===== src/sv/srg_pkg.sv =====
// Shared constants, types and helper functions for the subtractive random generator.
// No dependencies; used by srg_lag_table, subtractive_random_generator_unit and its bench.
`default_nettype none

package srg_pkg;

  localparam int unsigned TableDepth = 56;
  localparam int unsigned IdxW       = $clog2(TableDepth);
  localparam int unsigned LastIdx    = TableDepth - 1;
  localparam int unsigned FillStep   = 21;
  localparam int unsigned MixLag     = 30;
  localparam int unsigned MixPasses  = 4;
  localparam int unsigned DivShift   = 31;

  localparam logic [31:0] Mbig  = 32'h7FFF_FFFF;
  localparam logic [31:0] Mseed = 32'd161803398;

  // action codes
  localparam logic ActReseed = 1'b0;
  localparam logic ActDraw   = 1'b1;

  typedef logic [IdxW-1:0] idx_t;

  typedef struct packed {
    logic        en;
    idx_t        addr;
    logic [31:0] data;
  } srg_wr_t;

  // x - y, optional MBIG pull-down, then fold negatives back by MBIG
  function automatic logic [31:0] sub_wrap(input logic [31:0] x, input logic [31:0] y,
                                           input logic dec_mbig);
    logic [31:0] r;
    r = x - y;
    if (dec_mbig && (r == Mbig)) begin
      r = r - 32'd1;
    end
    if (r[31]) begin
      r = r + Mbig;
    end
    return r;
  endfunction

  // step a rotating index over 1..TableDepth-1
  function automatic idx_t advance(input idx_t idx);
    idx_t n;
    n = idx + idx_t'(1);
    return (n >= idx_t'(TableDepth)) ? idx_t'(1) : n;
  endfunction

endpackage

`default_nettype wire


===== src/sv/srg_lag_table.sv =====
// Lag table storage: one write port, two registered read ports.
// Per-entry valid flags make unwritten entries read as zero after reset.
// Depends on srg_pkg.
`default_nettype none

module srg_lag_table (
  input  wire logic            clk_i,
  input  wire logic            rst_ni,
  input  wire srg_pkg::srg_wr_t wr_i,
  input  wire srg_pkg::idx_t   rd_addr_a_i,
  input  wire srg_pkg::idx_t   rd_addr_b_i,
  output logic [31:0]          rd_data_a_o,
  output logic [31:0]          rd_data_b_o
);

  logic [31:0]                     mem [srg_pkg::TableDepth];
  logic [srg_pkg::TableDepth-1:0]  valid_q;
  logic [31:0]                     rd_a_q, rd_b_q;
  logic                            va_q, vb_q;

  always_ff @(posedge clk_i) begin
    if (wr_i.en) begin
      mem[wr_i.addr] <= wr_i.data;
    end
    rd_a_q <= mem[rd_addr_a_i];
    rd_b_q <= mem[rd_addr_b_i];
  end

  always_ff @(posedge clk_i or negedge rst_ni) begin
    if (!rst_ni) begin
      valid_q <= '0;
      va_q    <= 1'b0;
      vb_q    <= 1'b0;
    end else begin
      if (wr_i.en) begin
        valid_q[wr_i.addr] <= 1'b1;
      end
      va_q <= valid_q[rd_addr_a_i];
      vb_q <= valid_q[rd_addr_b_i];
    end
  end

  assign rd_data_a_o = va_q ? rd_a_q : '0;
  assign rd_data_b_o = vb_q ? rd_b_q : '0;

endmodule

`default_nettype wire


===== config.mk =====
export PLATFORM = sky130hd
export DESIGN_NAME = srg_lag_table
export DESIGN_NICKNAME = d
export VERILOG_FILES = /design/src/sv/srg_pkg.sv /design/src/sv/srg_lag_table.sv
export SDC_FILE = /design/constraint.sdc
export NUM_CORES = 2
export LEC_CHECK = 0
export ABC_AREA = 1
export BUFFER_PORTS_ARGS = -buffer_cell sky130_fd_sc_hd__clkbuf_2
export CORE_MARGIN = 4
export CORE_UTILIZATION = 45
export CTS_CLUSTER_DIAMETER = 100
export DETAILED_ROUTE_END_ITERATION = 10
export PLACE_DENSITY = 0.56
export SLEW_MARGIN = 25
export SYNTH_ARGS = -nofsm -noshare
export SYNTH_HDL_FRONTEND = slang
export SYNTH_SLANG_ARGS = --single-unit

===== constraint.sdc =====
create_clock -name clk_i -period 1.8 [get_ports clk_i]
set_clock_uncertainty 0.05 [all_clocks]
set_input_delay 0.45 -clock clk_i [delete_from_list [all_inputs] [get_ports clk_i]]
set_output_delay 0.45 -clock clk_i [all_outputs]
set_load 0.1 [all_outputs]

==> run_results.csv <==
group,metric,value,unit
sta,hold_violations,0,
logic_synthesis,synth.net_count,11100,
die,ioPinCount,117,
global_route,grt-ovfl-total,0,
setup_path,worst_path_most_repeated_cell,"buf_12",
placement,port_buffers,116,
sta,finalCriticalPeriod,2.54,ns
global_route,use_met2,51.8,%
setup_path,crit_start,"vb_q",
pwr,powerDensity,924,mW/mm^2
layout,layout-drive-gt1-share,13.6,%
setup_path,endpoint_kind,"output port",
sta,slew_headroom,46.1,%
setup_path,cp_slowest_cell,"dfrtp_2",
die,core_area,0.215,sq mm
route,wire_per_inst,26.8,um
pwr,report.power.total,109,mW
worst_hold_path,holdCritPathClass,"in -> reg",
setup_path,crit_required,1.30,ns
outcome,status,"finished with violations",
logic_synthesis,ys_types,25,
clock_network,path_clk_slew,0.06,ns
die,die_w,473,um
setup_path,start_kind,"flop",
global_route,use_met3,7.90,%
logic_synthesis,synth.yosys.seq_area_share,58.1,%
sta,hold_ws,0.0741,ns
setup_path,r2r.worst_path.cells,9,
logic_synthesis,synthMostInstantiatedCell,"nand2_1",
global_route,busiest_layer,"met2",
pwr,irDropWorstVdd,0.00112,V
placement,dp.cells,14100,
placement,gp_congestion,0.919,
route,drt_wl_total,390,mm
sta,tightest_slew,0.808,ns
outcome,violations,"negative setup slack",
setup_path,regToRegStartpoint,"mem[52][12]",
route,firstDrtPassIters,9,
route,vias,87200,
route,drt_iter0_drc,12700,
placement,place_area,0.110,sq mm
die,start_util,45.3,%
placement,hpwlAfterDp,245,mm
logic_synthesis,netlist_instances,11100,
global_route,antenna_found_initial,20,
logic_synthesis,synth_common_cells,"3740 x nand2_1, 2500 x nand3_1, 1792 x edfxtp_1",
setup_path,arrival,2.04,ns
die,rows,170,
logic_synthesis,ys_ff_latch,1914,
sta,slew_violations,0,
pwr,p_leak,48.3,nW
sta,rsz0062_at_grt,"true",
route,drc,0,
sta,fin_crit_sh,141,%
clock_network,clockRootBuffer,"clkbuf_16",
logic_synthesis,synth_edf_count,1792,
logic_synthesis,synth_ff_type,"edfxtp_1",
clock_network,clockBufferDepth,3,
global_route,grt_pass1_wl,562,mm
clock_network,h-tree-depth,4,
sta,worst_slack,-0.743,ns
logic_synthesis,netlist_area,0.0974,sq mm
route,antenna_left,0,
global_route,use_met1,45.8,%
global_route,grt_max_degree,66,
die,die_h,473,um
sta,max_freq,393,MHz
setup_path,crit_end,"rd_data_b_o[28]",
setup_path,worst_r2r_endpoint,"rd_a_q[12]",
sta,setup-violations-final,64,
logic_synthesis,synth.top_cell.area_share,55.3,%
clock_network,cts_tree,"built",
clock_network,cts_made_buffers,210,
global_route,track_usage,34.1,%
route,via_per_inst,5.99,
layout,post-route-util,54.9,%
die,dieArea,0.224,sq mm
layout,stdcell_count,14500,
layout,final_area,0.118,sq mm
setup_path,max_stage_delay,0.48,ns
sta,setup_tns,-43.94,ns
setup_path,path_max_fanout,8,
clock_network,insertion_delay,0.88,ns
logic_synthesis,synth_top_area_cell,"edfxtp_1",
logic_synthesis,yosys_warnings,0,
clock_network,clkSinkCount,1914,
global_route,grt_pass1_vias,82600,
layout,nNetsFinal,11600,
placement,place_ws,-0.526,ns
run,max-cap-violations,0,
logic_synthesis,async_flop_share,3.03,%
setup_path,critical_path_class,"reg -> out",
logic_synthesis,avgSynthCellArea,8.80,sq um
layout,areaGrowthSynthToFinish,21.2,%
setup_path,worstPathCellList,"buf_12 > buf_12 > nand2_4 > inv_2 > buf_12",
logic_synthesis,ys_top_cells_by_area,"edfxtp_1 55%, nand2_1 14%, nand3_1 13%, inv_1 3.2%, buf_2 2.3%",
setup_path,rrSetupSlack,0.23,ns
==> metal layers <==
metal	routed length [um]	part of all wire, %
met4	23500	6.0
met2	170000	44
met5	87	0.022
met1	149000	38
met3	47500	12
==> cell usage in the layout (no fill, tap or decap), drive strengths merged <==
| master | count |
|---|---|
| dfxtp | 64 |
| clkinv | 75 |
| a21oi | 150 |
| o21ai | 425 |
| buf | 1006 |
| nor2 | 375 |
| inv | 845 |
| nand4 | 8 |
| o211ai | 259 |
| or2 | 41 |
| dfrtp | 58 |
| clkbuf | 336 |
| nand3 | 2500 |
| clkinvlp | 2 |
| edfxtp | 1792 |
| nand2 | 3740 |
| bufinv | 23 |
| dlygate4sd3 | 1 |
| diode | 4 |
==> power by group <==
part           internal (mW)  total (mW)  switching, mW
combinational           4.96        14.5           9.52
clock                   26.2        44.7           18.5
sequential              49.3        49.8          0.555
==> worst max-delay path, delay by kind of cell (launching register included) <==
kind,cells,cell delay (ns)
flops,1,0.48
simple gates,1,0.05
buf+inv,4,0.62
==> state kept, by name (all words and copies together), names as in the netlist <==
register  cells
mem        1792
valid_q      56
rd_a_q       32
rd_b_q       32
va_q          1
vb_q          1
==> worst min path at each step <==
stage,from,cells after the start,to
5_1_grt,rd_addr_a_i[5],5,rd_a_q[17]
6_report,rd_addr_a_i[5],5,rd_a_q[17]
4_1_cts,rd_addr_a_i[5],5,rd_a_q[17]
3_5_place_dp,rst_ni,1,valid_q[44]
3_3_place_gp,valid_q[36],2,valid_q[36]
2_1_floorplan,rst_ni,0,va_q
==> what timing repair did <==
item	CTS	global route
endpoints found under the setup margin	64	64
pin swaps	1	0
hold buffers	1	0
endpoints found under the hold margin	58	0
resized for setup	129	60
setup buffers	6	6
cloned	3	0
==> kinds of logic after synthesis <==
kind of cell | synth area share (%)
AO/OA/AOI/OAI | 4.96
flip-flops | 58.1
AND/OR/NAND/NOR | 29.0
buffers and inverters | 7.94
==> area by class of cell <==
cell class,instances,area [sq um]
clock inverter,104,1140
tap,2838,3550
inverter,841,3300
fill,18700,96900
antenna,4,10.0
sequential,1914,56500
multi-input combinational,7498,33900
timing repair buffer,1047,13600
clock buffer,296,5920
(Power assumes the default switching activity.)
